**config.mk**
```make
export PLATFORM = sky130hd
export DESIGN_NAME = vision_frame_aim_correction
export DESIGN_NICKNAME = d
export VERILOG_FILES = /design/src/rtl/vfac_pkg.sv /design/src/rtl/vfac_frame.sv /design/src/rtl/vfac_aim.sv /design/src/rtl/vision_frame_aim_correction.sv
export SDC_FILE = /design/constraint.sdc
export NUM_CORES = 1
export LEC_CHECK = 0
export BUFFER_PORTS_ARGS = -buffer_cell sky130_fd_sc_hd__buf_2
export CAP_MARGIN = 25
export CORE_ASPECT_RATIO = 0.9
export CORE_UTILIZATION = 30
export CTS_CLUSTER_DIAMETER = 40
export DETAILED_ROUTE_END_ITERATION = 7
export PLACE_DENSITY = 0.42
export SLEW_MARGIN = 20
export SYNTH_ARGS = -nofsm -noshare
export SYNTH_HDL_FRONTEND = slang
export SYNTH_HIERARCHICAL = 1
export SYNTH_SLANG_ARGS = --single-unit
export TNS_END_PERCENT = 30
```
**constraint.sdc**
```tcl
create_clock -name clk -period 8 [get_ports clk]
set_clock_uncertainty 0.05 [all_clocks]
set_input_delay 1.6 -clock clk [delete_from_list [all_inputs] [get_ports clk]]
set_output_delay 1.6 -clock clk [all_outputs]
set_load 0.02 [all_outputs]
```
**src/rtl/vfac_pkg.sv**
```systemverilog
`timescale 1ns / 1ps
// ----------------------------------------------------------------------------
// vfac_pkg
// shared types, frame characters and the precomputed angle-step tables
// ----------------------------------------------------------------------------
package vfac_pkg;

    localparam int WIN_LEN    = 11;
    localparam int TENTHS_W   = 13;
    localparam int ANGLE_W    = 32;
    localparam int DELTA_W    = 16;
    localparam int TAB_LEN    = 199;
    localparam int TAB_OFFSET = 99;
    localparam int TAB_IDX_W  = $clog2(TAB_LEN);

    localparam logic [7:0] CHAR_A     = 8'h61;
    localparam logic [7:0] CHAR_E     = 8'h65;
    localparam logic [7:0] CHAR_MINUS = 8'h2d;
    localparam logic [7:0] CHAR_ZERO  = 8'h30;

    localparam logic CMD_BYTE = 1'b0;
    localparam logic CMD_TICK = 1'b1;

    localparam longint YAW_FAR_SCALE  = 65536;
    localparam longint YAW_FAR_DIV    = 1200;
    localparam longint YAW_NEAR_SCALE = 6225920;
    localparam longint YAW_NEAR_DIV   = 120000;
    localparam longint PITCH_SCALE    = 65536;
    localparam longint PITCH_DIV      = 2000;
    localparam int     YAW_NEAR_LIM   = 75;
    localparam int     YAW_NEAR_BIAS  = 2;

    typedef logic signed [TENTHS_W-1:0] tenths_t;
    typedef logic signed [ANGLE_W-1:0]  angle_t;
    typedef logic signed [DELTA_W-1:0]  delta_t;
    typedef delta_t [TAB_LEN-1:0]       delta_tab_t;

    typedef struct packed {
        logic   yaw_update;
        angle_t yaw_target;
        logic   pitch_update;
        angle_t pitch_target;
        logic   shoot;
    } aim_result_t;

    // yaw step per held tenth, rounded to nearest, ties away from zero
    function automatic delta_tab_t build_yaw_tab();
        delta_tab_t tab;
        longint     n;
        longint     q;
        int         t;
        tab = '0;
        for (int i = 0; i < TAB_LEN; i++)
        begin
            t = i - TAB_OFFSET;
            if (t > YAW_NEAR_LIM || t < -YAW_NEAR_LIM)
            begin
                n = longint'(t) * YAW_FAR_SCALE;
                q = (n >= 0) ? (n + YAW_FAR_DIV / 2) / YAW_FAR_DIV
                             : -((-n + YAW_FAR_DIV / 2) / YAW_FAR_DIV);
            end
            else
            begin
                n = longint'(t - YAW_NEAR_BIAS) * YAW_NEAR_SCALE;
                q = (n >= 0) ? (n + YAW_NEAR_DIV / 2) / YAW_NEAR_DIV
                             : -((-n + YAW_NEAR_DIV / 2) / YAW_NEAR_DIV);
            end
            tab[i] = DELTA_W'(q);
        end
        return tab;
    endfunction

    // pitch step per held tenth, rounded to nearest, ties away from zero
    function automatic delta_tab_t build_pitch_tab();
        delta_tab_t tab;
        longint     n;
        longint     q;
        tab = '0;
        for (int i = 0; i < TAB_LEN; i++)
        begin
            n = longint'(i - TAB_OFFSET) * PITCH_SCALE;
            q = (n >= 0) ? (n + PITCH_DIV / 2) / PITCH_DIV
                         : -((-n + PITCH_DIV / 2) / PITCH_DIV);
            tab[i] = DELTA_W'(q);
        end
        return tab;
    endfunction

    localparam delta_tab_t YAW_TAB   = build_yaw_tab();
    localparam delta_tab_t PITCH_TAB = build_pitch_tab();

    // signed tenths from sign, units and tenths characters
    function automatic tenths_t decode_tenths(input logic [7:0] sign_c,
                                              input logic [7:0] units_c,
                                              input logic [7:0] tenths_c);
        tenths_t ud;
        tenths_t td;
        tenths_t v;
        ud = tenths_t'({5'b0, units_c}) - tenths_t'({5'b0, CHAR_ZERO});
        td = tenths_t'({5'b0, tenths_c}) - tenths_t'({5'b0, CHAR_ZERO});
        v  = ud * tenths_t'(10) + td;
        return (sign_c == CHAR_MINUS) ? -v : v;
    endfunction

endpackage

```
**src/rtl/vfac_frame.sv**
```systemverilog
`timescale 1ns / 1ps
// ----------------------------------------------------------------------------
// vfac_frame
// byte window shift register and frame decode into held pitch/yaw tenths
// ----------------------------------------------------------------------------
module vfac_frame
    import vfac_pkg::*;
(
    input  logic       clk,
    input  logic       rst_n,
    input  logic       shift_en,
    input  logic [7:0] rx_byte,
    output tenths_t    held_yaw,
    output tenths_t    held_pitch
);

    logic [WIN_LEN-1:0][7:0] win_reg;
    logic [WIN_LEN-1:0][7:0] win_next;
    tenths_t                 yaw_reg;
    tenths_t                 pitch_reg;
    logic                    frame_hit;

    always_comb
    begin
        for (int i = 0; i < WIN_LEN - 1; i++)
        begin
            win_next[i] = win_reg[i + 1];
        end
        win_next[WIN_LEN - 1] = rx_byte;
    end

    assign frame_hit = (win_next[0] == CHAR_A) && (win_next[WIN_LEN - 1] == CHAR_E);

    always_ff @(posedge clk or negedge rst_n)
    begin
        if (!rst_n)
        begin
            win_reg   <= '0;
            yaw_reg   <= '0;
            pitch_reg <= '0;
        end
        else if (shift_en)
        begin
            win_reg <= win_next;
            if (frame_hit)
            begin
                pitch_reg <= decode_tenths(win_next[1], win_next[2], win_next[4]);
                yaw_reg   <= decode_tenths(win_next[6], win_next[7], win_next[9]);
            end
        end
    end

    assign held_yaw   = yaw_reg;
    assign held_pitch = pitch_reg;

endmodule

```
**src/rtl/vfac_aim.sv**
```systemverilog
`timescale 1ns / 1ps
// ----------------------------------------------------------------------------
// vfac_aim
// target angles and shoot flag from held tenths and current angles
// ----------------------------------------------------------------------------
module vfac_aim
    import vfac_pkg::*;
(
    input  tenths_t     held_yaw,
    input  tenths_t     held_pitch,
    input  angle_t      yaw_now,
    input  angle_t      pitch_now,
    output aim_result_t res
);

    logic [TENTHS_W-1:0]  yaw_mag;
    logic [TENTHS_W-1:0]  pitch_mag;
    logic signed [TENTHS_W:0] yaw_err;
    logic [TENTHS_W:0]    yaw_err_mag;
    logic [TAB_IDX_W-1:0] yaw_idx;
    logic [TAB_IDX_W-1:0] pitch_idx;
    logic                 yaw_ok;
    logic                 pitch_ok;
    angle_t               yaw_step;
    angle_t               pitch_step;

    assign yaw_mag   = held_yaw[TENTHS_W-1] ? TENTHS_W'(-held_yaw) : TENTHS_W'(held_yaw);
    assign pitch_mag = held_pitch[TENTHS_W-1] ? TENTHS_W'(-held_pitch)
                                              : TENTHS_W'(held_pitch);

    assign yaw_ok   = (yaw_mag > TENTHS_W'(1)) && (yaw_mag < TENTHS_W'(100));
    assign pitch_ok = (pitch_mag > TENTHS_W'(1)) && (pitch_mag < TENTHS_W'(100));

    // table row is tenths plus offset, valid only inside the update window
    assign yaw_idx   = held_yaw[TAB_IDX_W-1:0] + TAB_IDX_W'(TAB_OFFSET);
    assign pitch_idx = held_pitch[TAB_IDX_W-1:0] + TAB_IDX_W'(TAB_OFFSET);

    assign yaw_step   = ANGLE_W'(YAW_TAB[yaw_idx]);
    assign pitch_step = ANGLE_W'(PITCH_TAB[pitch_idx]);

    assign yaw_err     = {held_yaw[TENTHS_W-1], held_yaw} - (TENTHS_W+1)'(2);
    assign yaw_err_mag = yaw_err[TENTHS_W] ? (TENTHS_W+1)'(-yaw_err) : (TENTHS_W+1)'(yaw_err);

    always_comb
    begin
        res.yaw_update   = yaw_ok;
        res.yaw_target   = yaw_ok ? (yaw_now + yaw_step) : '0;
        res.pitch_update = pitch_ok;
        res.pitch_target = pitch_ok ? (pitch_now - pitch_step) : '0;
        res.shoot        = (yaw_err_mag < (TENTHS_W+1)'(20)) && (pitch_mag < TENTHS_W'(21));
    end

endmodule

```
**src/rtl/vision_frame_aim_correction.sv**
```systemverilog
`timescale 1ns / 1ps
// ----------------------------------------------------------------------------
// vision_frame_aim_correction
// frame byte decoder and aim target generator with valid/stall channels
//
//   channel | direction | handshake             | payload
//   --------+-----------+-----------------------+-----------------------------
//   in      | in        | in_valid / in_stall   | command, rx_byte, yaw_now,
//           |           |                       | pitch_now
//   out     | out       | out_valid / out_stall | yaw_update, yaw_target,
//           |           |                       | pitch_update, pitch_target,
//           |           |                       | shoot
//
// one item per cycle while no result is stalled; a tick's result passes
// through the input register and the result register, around the table
// lookups, and leaves when out_stall is low
// reset clears the byte window, held tenths and all valid flags
// bytes never wait on the output; a tick waits in the input register while a
// result is stalled, and in_stall rises only then
// ----------------------------------------------------------------------------
module vision_frame_aim_correction
    import vfac_pkg::*;
(
    input  logic        clk,
    input  logic        rst_n,
    input  logic        in_valid,
    output logic        in_stall,
    input  logic        command,
    input  logic [7:0]  rx_byte,
    input  angle_t      yaw_now,
    input  angle_t      pitch_now,
    output logic        out_valid,
    input  logic        out_stall,
    output logic        yaw_update,
    output angle_t      yaw_target,
    output logic        pitch_update,
    output angle_t      pitch_target,
    output logic        shoot
);

    logic        s1_valid_reg;
    logic        s1_valid_next;
    logic        s1_command_reg;
    logic [7:0]  s1_byte_reg;
    angle_t      s1_yaw_reg;
    angle_t      s1_pitch_reg;
    logic        s1_load;
    logic        s1_adv;
    logic        shift_en;
    logic        out_load;
    logic        out_valid_reg;
    logic        out_valid_next;
    aim_result_t out_res_reg;
    aim_result_t aim_res;
    tenths_t     held_yaw;
    tenths_t     held_pitch;

    // a tick holds only while the result register is full and stalled
    assign s1_adv   = !((s1_command_reg == CMD_TICK) && out_valid_reg && out_stall);
    assign in_stall = s1_valid_reg && !s1_adv;
    assign s1_load  = in_valid && !in_stall;
    assign shift_en = s1_valid_reg && (s1_command_reg == CMD_BYTE);
    assign out_load = s1_valid_reg && (s1_command_reg == CMD_TICK) && s1_adv;

    always_comb
    begin
        priority if (s1_load)
            s1_valid_next = 1'b1;
        else if (s1_adv)
            s1_valid_next = 1'b0;
        else
            s1_valid_next = s1_valid_reg;
    end

    always_comb
    begin
        priority if (out_load)
            out_valid_next = 1'b1;
        else if (!out_stall)
            out_valid_next = 1'b0;
        else
            out_valid_next = out_valid_reg;
    end

    always_ff @(posedge clk or negedge rst_n)
    begin
        if (!rst_n)
        begin
            s1_valid_reg  <= 1'b0;
            out_valid_reg <= 1'b0;
        end
        else
        begin
            s1_valid_reg  <= s1_valid_next;
            out_valid_reg <= out_valid_next;
        end
    end

    always_ff @(posedge clk)
    begin
        if (s1_load)
        begin
            s1_command_reg <= command;
            s1_byte_reg    <= rx_byte;
            s1_yaw_reg     <= yaw_now;
            s1_pitch_reg   <= pitch_now;
        end
        if (out_load)
        begin
            out_res_reg <= aim_res;
        end
    end

    vfac_frame u_frame (
        .clk        (clk),
        .rst_n      (rst_n),
        .shift_en   (shift_en),
        .rx_byte    (s1_byte_reg),
        .held_yaw   (held_yaw),
        .held_pitch (held_pitch)
    );

    vfac_aim u_aim (
        .held_yaw   (held_yaw),
        .held_pitch (held_pitch),
        .yaw_now    (s1_yaw_reg),
        .pitch_now  (s1_pitch_reg),
        .res        (aim_res)
    );

    assign out_valid    = out_valid_reg;
    assign yaw_update   = out_res_reg.yaw_update;
    assign yaw_target   = out_res_reg.yaw_target;
    assign pitch_update = out_res_reg.pitch_update;
    assign pitch_target = out_res_reg.pitch_target;
    assign shoot        = out_res_reg.shoot;

endmodule

```
==> out/qor.yml, run 1 <==
clock_network:
  clock_latency_ns: 0.56
  clk_path_buf_depth: 3
  ctsHoldBuffers: 0
  post-cts-setup-buffer-count: 0
  cts_max_level: 2
  path_clk_slew_ns: 0.05
  ctsResizeCount: 0
  cts_tree: "yes"
  clockRootBuffer: "clkbuf_16"
  cts_sinks: 248
  cts_buffers: 47
pwr:
  power.internal_mw: 4.95
  swShare: 0.424
  leakagePower_nw: 9.36
  peakVddDrop_uv: 313
  seq_power_share: 0.202
  p_per_area_nw_per_um2: 364
  comb_power_share: 0.561
  power.switching_mw: 3.63
  clockPowerShare: 0.237
global_route:
  grt.overflow.total: 0
  grt_pass1_vias: 17200
  grt_max_degree: 88
  antenna_found_initial: 7
  grt_pass1_wl_um: 99000
  track_usage: 0.179
critical_path:
  critPathRequiredTime_ns: 8.39
  critPathMaxFanout: 23
  startpoint_type: "flip-flop"
  endpoint_kind: "flip-flop"
  arrival_ns: 7.13
  worstSetupPathType: "reg -> reg"
floorplanning:
  die_y_um: 249
  dieArea_sq_um: 68600
  coreArea_sq_um: 66900
  die_w_um: 276
  start_util: 0.303
  rows: 90
  io-pin-count: 146
sta:
  timing.setup.tns_ns: 0
  tightest_slew_ns: 1.03
  hold_viol_final: 0
  setup_viol: 0
  drv_slew: 0
  period_minus_slack_ns: 6.75
  rsz0062_at_grt: "no"
  fmax_ghz: 0.148
  finalCritPeriodShare: 0.843
  timing.hold.ws_ns: 0.430
  max_slew_margin: 0.312
logic_synthesis:
  avgSynthCellArea_sq_um: 8.92
  ys_ff_latch: 248
  netlist_top_cells_area: "edfxtp_1 (21%), dfrtp_1 (13%), ha_1 (9.4%)"
  synthFlopType: "edfxtp_1"
  synthArstFlopShare: 0.435
  yosysTopAreaCellShare: 0.207
  yosysUniqueCellTypes: 97
  yosysWarnings: 6
  synth_edf_count: 140
  yosys.area.top_type: "edfxtp_1"
  synth_nets: 2509
  syn_area_sq_um: 20300
  synth-seq-area-share: 0.341
  netlist_instances: 2273
flow_run:
  maxCapViolations: 0
layout:
  layout_common_cells: "nor2_1 (224), a21oi_1 (201), nand2_1 (186)"
  final_net_count: 2602
  mostFrequentLayoutCell: "nor2_1"
  nFillCells: 6894
  area_delta_synth_final_pct: 16.3
  drive_above_1_share: 0.168
  largest_reg_flops: 80
detailed_routing:
  post_drt_wl_per_cell_um: 19.1
  drt_iter0_drc: 1245
  viasPerCell: 5.41
  vias: 17700
  wl_um: 62800
  first_pass_iters: 5
  drtAntennaViolNets: 0
  drc: 0
placed_design:
  portBuffers: 145
  gp_congestion: 0.854
  dpl.hpwl_um: 45500
worst_hold_path:
  hold_path.class: "reg -> reg"
run_status:
  status: "completed"
power groups by stage:
stage          registers (mW)  logic (mW)  clock network (mW)
2_1_floorplan            1.71        3.82                   0
3_3_place_gp             1.76        4.81                   0
3_5_place_dp             1.76        4.87                   0
4_1_cts                  1.74        4.91                2.09
5_1_grt                  1.77        5.43                2.15
6_report                 1.73        4.81                2.04
metal layers:
metal,GRT usage,up-vias,wire length [um]
met1,0.250,8433,29800
li1,-,8700,-
met3,0.0371,100,3880
met5,0,-,70
met4,0.0503,10,1250
met2,0.276,486,27800
final cells by class:
class                           instances  area (sq um)  area share
Inverter                               67           251      0.0107
Timing Repair Buffer                  184          1040      0.0440
Clock buffer                           57          1270      0.0541
Sequential cell                       248          6910       0.293
Tap cell                              874          1090      0.0464
Multi-Input combinational cell       1818         12600       0.536
Antenna cell                            1          2.50    0.000106
Clock inverter                         29           373      0.0158
critical path, stage by stage (launching register included):
cell      delay (ns)
dfrtp_1         0.54
inv_1           0.27
ha_1            0.54
inv_1           0.21
ha_1            0.34
inv_1           0.37
nor2_1          0.71
xnor2_1         0.19
o211ai_1        0.22
a21oi_1         0.10
a311oi_1        0.38
a31o_2          0.23
ha_1            0.31
a211oi_1        0.31
o21bai_1        0.14
a21oi_1         0.35
nor4_1          0.14
o31ai_1         0.65
o211ai_1        0.21
a211o_1         0.29
nand3_1         0.08
worst paths after layout:
check                           depth (start not counted)                               from                          endpoint  slack, ns
worst max-delay path                                   20  u_frame/held_pitch[1]$_DFFE_PN0P_        pitch_target[30]$_DFFE_PP_       1.25
worst min-delay path                                    2           s1_byte_reg[4]$_DFFE_PP_  u_frame/win_next[76]$_DFFE_PN0P_       0.43
worst max register to register                         20  u_frame/held_pitch[1]$_DFFE_PN0P_        pitch_target[30]$_DFFE_PP_       1.25
worst min register to register                          2           s1_byte_reg[4]$_DFFE_PP_  u_frame/win_next[76]$_DFFE_PN0P_       0.43
max in group asynchronous                               2                              rst_n  u_frame/win_next[24]$_DFFE_PN0P_       5.65
min in group asynchronous                               1                              rst_n  u_frame/win_next[47]$_DFFE_PN0P_       1.06
through the flow:
step           setup slack, ns  utilization  total power [mW]  cells  cell area (sq um)
2_1_floorplan             2.42            -              5.53   2273              20300
3_3_place_gp              1.38        0.327              6.57   3185              21900
3_5_place_dp              1.27        0.327              6.63   3186              21900
4_1_cts                   1.28        0.352              8.74   3272              23500
5_1_grt                  0.746        0.352              9.34   3278              23600
6_report                  1.25        0.352              8.58   3278              23600
cell usage after synthesis (12+ instances only):
cell / n
mux2_2: 79
mux2i_1: 21
nand4_1: 14
nand3_1: 48
buf_2: 30
a211oi_1: 40
a311oi_1: 13
xor2_1: 48
dfrtp_1: 108
clkbuf_1: 89
nand2b_1: 22
a21o_1: 35
ha_1: 153
nor2_1: 225
inv_1: 63
xnor2_1: 92
a221oi_1: 15
nand2_1: 186
a31oi_1: 33
o211ai_1: 35
a21oi_1: 202
o21bai_1: 16
o21ai_0: 162
and2_1: 17
o311ai_0: 12
edfxtp_1: 140
o22ai_1: 18
o21a_1: 29
buf_1: 12
nor2b_1: 24
nor3_1: 61
logic make-up (layout without fill, tap and decap cells):
kind of cell | count (synthesis) | in the layout | synth area share
AOI/OAI and AO/OA | 732 | 732 | 0.234
xor gates and xnor gates | 142 | 142 | 0.0627
adders and majority gates | 159 | 159 | 0.100
buffers and inverters | 207 | 337 | 0.0426
DFF | 248 | 248 | 0.341
muxes | 105 | 105 | 0.0598
other | 0 | 1 | 0
and+or+nand+nor | 680 | 680 | 0.160
Power figures use the tool's default switching activity.
==> run 2: changes to the inputs <==
clock period = 7 ns   (was 8 ns; I/O delays follow)
==> run 2 against run 1 <==
  * Largest power group unchanged
  * Register-to-register slack lost 0.48 ns
  * Worst hold slack improved by 0.0040 ns
  * Via count rose by 1.4%
==> out/qor.yml, run 2 (synthesis gave the netlist of run 1 again) <==
run_status:
  status: "completed"
critical_path:
  startpoint_type: "flip-flop"
  path_depth: 22
  crit_top_cell: "a21oi_1"
  r2r_end: "pitch_target[22]$_DFFE_PP_"
  path_cells: "inv_1 > ha_1 > inv_1 > ha_1 > buf_4 > nor2b_1 > a21oi_1 > nor2_1 > a311oi_1 > o22ai_1 > a211oi_1 > a21oi_1 > a2bb2oi_1 > fa_1 > a211oi_1 > o21bai_1 > a21oi_1 > nor4_1 > o31ai_1 > o21ai_0 > xnor2_1 > nor2_1"
  arrival_ns: 6.51
  worstSetupPathType: "reg -> reg"
  reg2reg_depth: 22
  crit_path_top_delay_cell: "o31ai_1"
  path_delay_family: "compound AO/OA/AOI/OAI gates"
  path_buf_inv: 3
  r2r-start: "u_frame/held_pitch[1]$_DFFE_PN0P_"
  critPathRequiredTime_ns: 7.28
  critPathMaxFanout: 39
  critPathMaxStageDelay_ns: 0.70
  endpoint_kind: "flip-flop"
  r2r_slack_ns: 0.77
worst_hold_path:
  hold-path-cell-count: 2
  hold_path.class: "reg -> reg"
  min-delay-start: "u_frame/win_next[40]$_DFFE_PN0P_"
  hold_path_end: "u_frame/win_next[32]$_DFFE_PN0P_"
clock_network:
  clk_path_buf_depth: 3
  cts_max_level: 2
  ctsResizeCount: 0
  cts_buffers: 45
  clockRootBuffer: "clkbuf_16"
  cts_tree: "yes"
  ctsHoldBuffers: 0
  path_clk_slew_ns: 0.06
  cts_sinks: 248
  clock_latency_ns: 0.57
  post-cts-setup-buffer-count: 0
global_route:
  grt_pass1_wl_um: 99900
  grt_max_degree: 88
  track_usage: 0.180
  antenna_found_initial: 6
  grt.overflow.total: 0
  grt_pass1_vias: 17400
layout:
  mostFrequentLayoutCell: "nor2_1"
  drive_above_1_share: 0.174
  regArea_sq_um: 6910
  nFillCells: 6947
  largest_reg_flops: 80
  multiInputGateArea_sq_um: 12600
  area_delta_synth_final_pct: 16.5
  final_net_count: 2614
  layout_common_cells: "nor2_1 (224), a21oi_1 (201), nand2_1 (186)"
  layoutNonFillerInstCount: 3291
sta:
  setup_viol: 0
  rsz0062_at_grt: "no"
  fmax_ghz: 0.161
  setup_ws_ns: 0.773
  max_slew_margin: 0.297
  period_minus_slack_ns: 6.23
  finalCritPeriodShare: 0.890
  drv_slew: 0
  tightest_slew_ns: 1.04
  timing.setup.tns_ns: 0
  hold_viol_final: 0
  timing.hold.ws_ns: 0.434
detailed_routing:
  drt_iter0_drc: 1338
  wl_um: 63200
  viasPerCell: 5.46
  drtAntennaViolNets: 0
  vias: 18000
  post_drt_wl_per_cell_um: 19.2
  drc: 0
  first_pass_iters: 5
pwr:
  peakVddDrop_uv: 359
  leakagePower_nw: 9.40
  p_per_area_nw_per_um2: 411
  total_power_mw: 9.72
placed_design:
  place_inst: 3204
  gp_congestion: 0.894
  place_ws_ns: 0.830
  dpl.hpwl_um: 46000
  portBuffers: 145
floorplanning:
  dieArea_sq_um: 68600
  rows: 90
  die_y_um: 249
  io-pin-count: 146
  coreArea_sq_um: 66900
  start_util: 0.303
  die_w_um: 276
flow_run:
  maxCapViolations: 0
run 2: changes by cell type in the layout (fill, tap and decap cells not counted), moves of 2 or more:
| cell | before | now |
|---|---|---|
| inv_6 | 2 | 7 |
| buf_6 | 2 | 0 |
| clkinv_4 | 3 | 6 |
| clkbuf_16 | 48 | 45 |
| inv_16 | 2 | 0 |
| clkinvlp_4 | 4 | 6 |
| clkbuf_1 | 5 | 2 |
| clkbuf_8 | 4 | 0 |
| buf_4 | 34 | 53 |
| clkinv_1 | 6 | 3 |
| inv_8 | 0 | 3 |
run 2: where the power goes:
group	switching (mW)	total, mW	internal [mW]
Sequential	0.191	1.98	1.79
Combinational	3.15	5.48	2.34
Clock	0.822	2.25	1.43
run 2: worst max-delay path by stage:
stage | startpoint | endpoint
2_1_floorplan | u_frame/held_pitch[0]$_DFFE_PN0P_ | pitch_target[30]$_DFFE_PP_
3_3_place_gp | u_frame/held_pitch[1]$_DFFE_PN0P_ | pitch_target[22]$_DFFE_PP_
3_5_place_dp | u_frame/held_pitch[1]$_DFFE_PN0P_ | pitch_target[22]$_DFFE_PP_
4_1_cts | u_frame/held_pitch[1]$_DFFE_PN0P_ | pitch_target[22]$_DFFE_PP_
5_1_grt | u_frame/held_pitch[1]$_DFFE_PN0P_ | pitch_target[22]$_DFFE_PP_
6_report | u_frame/held_pitch[1]$_DFFE_PN0P_ | pitch_target[22]$_DFFE_PP_
run 2: area by class of cell:
class                           count  share of cell area
Clock buffer                       47              0.0480
Sequential cell                   248               0.292
Inverter                           67              0.0106
Multi-Input combinational cell   1818               0.535
Timing Repair Buffer              198              0.0485
Clock inverter                     37              0.0191
Tap cell                          874              0.0463
Antenna cell                        2            0.000212
run 2: routing by layer:
metal	vias to the layer above	GRT usage	routed length (um)
li1	8697	-	-
met5	-	0	50
met1	8587	0.253	30000
met4	8	0.0528	1390
met2	582	0.276	27800
met3	98	0.0380	4070
run 2: worst register-to-register path: stages (launching register included):
cell and delay [ns]:
dfrtp_1 0.53, inv_1 0.27, ha_1 0.22, inv_1 0.10, ha_1 0.30, buf_4 0.37
nor2b_1 0.22, a21oi_1 0.27, nor2_1 0.11, a311oi_1 0.29, o22ai_1 0.12, a211oi_1 0.28
a21oi_1 0.11, a2bb2oi_1 0.22, fa_1 0.46, a211oi_1 0.32, o21bai_1 0.15, a21oi_1 0.34
nor4_1 0.13, o31ai_1 0.70, o21ai_0 0.22, xnor2_1 0.18, nor2_1 0.05
run 2: per-stage QoR:
step / area (sq um) / utilization
3_5_place_dp: 22000 / 0.329
6_report: 23600 / 0.353
4_1_cts: 23600 / 0.353
2_1_floorplan: 20300 / -
5_1_grt: 23600 / 0.353
3_3_place_gp: 22000 / 0.329
==> run 3: changes to the inputs <==
clock period = 6.3 ns   (was 7 ns; I/O delays follow)
==> run 3 against run 2 <==
  * Total power increased by 15%
  * Die area unchanged
  * First-iteration DRC count decreased by 1.1%
  * Cell count increased by 0.40%
  * Wire length increased by 1.9%
  * Global-route usage increased by 0.35 points
  * Combinational power increased by 11%
  * Clock power increased by 25%
  * Sequential power increased by 11%
  * Sequential share of layout area decreased by 0.36 points
  * Fmax increased by 2.2%
==> out/qor.yml, run 3 (synthesis gave the netlist of run 1 again) <==
placed_design:
  dpl.hpwl_um: 47300
  gp_congestion: 0.900
  place_ws_ns: 0.112
  portBuffers: 145
  placed_area_sq_um: 22100
flow_run:
  maxCapViolations: 0
layout:
  mostFrequentLayoutCell: "nor2_1"
  nFillCells: 6863
  layout_common_cells: "nor2_1 (223), a21oi_1 (200), nand2_1 (186)"
  final_cell_area_sq_um: 23900
  largest_reg_flops: 80
  final_net_count: 2625
  area_delta_synth_final_pct: 17.9
  regArea_sq_um: 6910
  drive_above_1_share: 0.181
  diodes: 0
  multiInputGateArea_sq_um: 12600
critical_path:
  critPathRequiredTime_ns: 6.57
  r2r_slack_ns: 0.21
  r2r_end: "pitch_target[31]$_DFFE_PP_"
  critPathMaxFanout: 19
  endpoint_kind: "flip-flop"
  reg2reg_depth: 16
  startpoint_type: "flip-flop"
  r2r-start: "u_frame/held_pitch[2]$_DFFE_PN0P_"
  worstSetupPathType: "reg -> reg"
  arrival_ns: 6.37
detailed_routing:
  viasPerCell: 5.48
  post_drt_wl_per_cell_um: 19.5
  vias: 18100
  drc: 0
  drt_iter0_drc: 1323
  drtAntennaViolNets: 0
  wl_um: 64400
  first_pass_iters: 6
pwr:
  total_power_mw: 11.1
  peakVddDrop_uv: 433
  p_per_area_nw_per_um2: 466
  leakagePower_nw: 9.56
sta:
  setup_viol: 0
  finalCritPeriodShare: 0.967
  drv_slew: 0
  timing.setup.tns_ns: 0
  max_slew_margin: 0.363
  fmax_ghz: 0.164
  rsz0062_at_grt: "no"
  setup_ws_ns: 0.208
  hold_viol_final: 0
  period_minus_slack_ns: 6.09
  timing.hold.ws_ns: 0.429
  tightest_slew_ns: 0.956
floorplanning:
  die_y_um: 249
  die_w_um: 276
  rows: 90
  dieArea_sq_um: 68600
  start_util: 0.303
  coreArea_sq_um: 66900
  io-pin-count: 146
clock_network:
  cts_tree: "yes"
  clk_path_buf_depth: 3
  cts_buffers: 49
  path_clk_slew_ns: 0.05
  cts_sinks: 248
  ctsHoldBuffers: 0
  post-cts-setup-buffer-count: 0
  cts_max_level: 2
  clockRootBuffer: "clkbuf_16"
  clock_latency_ns: 0.57
worst_hold_path:
  min-delay-start: "u_frame/win_next[68]$_DFFE_PN0P_"
  hold_path.class: "reg -> reg"
  hold_path_end: "u_frame/win_next[60]$_DFFE_PN0P_"
  hold-path-cell-count: 2
global_route:
  track_usage: 0.184
  grt_pass1_vias: 17700
  grt.overflow.total: 0
  grt_pass1_wl_um: 102000
  grt_max_degree: 88
  antenna_found_initial: 3
run_status:
  status: "completed"
==> run 3: cell count changes in the layout (fill, tap and decap cells not counted), moves of 2 or more <==
| cell | delta |
|---|---|
| buf_4 | +6 |
| bufinv_16 | +3 |
| clkbuf_16 | +5 |
| clkinv_2 | +3 |
| clkinv_4 | -4 |
| clkinvlp_4 | -2 |
| diode_2 | -2 |
| inv_6 | +3 |
==> run 3: cell type report <==
| class | count | area share |
|---|---|---|
| Tap cell | 874 | 0.0457 |
| Multi-Input combinational cell | 1818 | 0.528 |
| Sequential cell | 248 | 0.289 |
| Clock inverter | 40 | 0.0228 |
| Clock buffer | 52 | 0.0531 |
| Timing Repair Buffer | 205 | 0.0506 |
| Inverter | 67 | 0.0105 |
==> run 3: how the worst max path moves through the flow <==
stage                                       from                         end  slack (ns)  cells past startpoint
2_1_floorplan  u_frame/held_pitch[0]$_DFFE_PN0P_  pitch_target[30]$_DFFE_PP_        0.72                     24
3_3_place_gp   u_frame/held_pitch[2]$_DFFE_PN0P_  pitch_target[31]$_DFFE_PP_        0.12                     17
3_5_place_dp   u_frame/held_pitch[2]$_DFFE_PN0P_  pitch_target[31]$_DFFE_PP_        0.11                     17
4_1_cts        u_frame/held_pitch[2]$_DFFE_PN0P_  pitch_target[31]$_DFFE_PP_        0.13                     17
5_1_grt        u_frame/held_pitch[2]$_DFFE_PN0P_  pitch_target[31]$_DFFE_PP_       0.001                     16
6_report       u_frame/held_pitch[2]$_DFFE_PN0P_  pitch_target[31]$_DFFE_PP_        0.21                     16
==> run 3: what timing repair did <==
action / CTS / global route
hold endpoints to repair: 0 / 0
endpoints found under the setup margin: 0 / 10
gates resized for setup: 0 / 3
==> run 3: worst max-delay path: stages, from the launching register on <==
cell	delay [ns]
dfrtp_1	0.66
ha_1	0.29
a21oi_2	0.11
or3_1	0.44
and2_1	0.36
buf_4	0.28
a31oi_1	0.45
inv_1	0.50
ha_1	0.56
and4_1	0.31
nand3_1	0.15
a211oi_1	0.62
nor2_1	0.09
a21oi_1	0.25
a21oi_1	0.16
a21oi_1	0.21
mux2_2	0.35
==> run 3: power by group <==
group | internal, mW | total, mW | switching [mW]
registers | 1.99 | 2.20 | 0.215
clock network | 1.86 | 2.82 | 0.960
logic | 2.59 | 6.11 | 3.51
==> run 3: stage by stage <==
step	std cells	util
CTS	3303	0.357
finish	3304	0.358
global placement	3211	0.330
global route	3304	0.358
floorplan	2273	-
detailed placement	3211	0.330
==> run 3: per-layer routing <==
metal | up-vias | share of wire | global-route usage | wire length, um
met5 | - | 0.00034 | 0 | 22
met1 | 8736 | 0.48 | 0.261 | 30600
met3 | 88 | 0.055 | 0.0304 | 3540
met4 | 4 | 0.022 | 0.0472 | 1390
met2 | 547 | 0.45 | 0.287 | 28800
li1 | 8743 | - | - | -
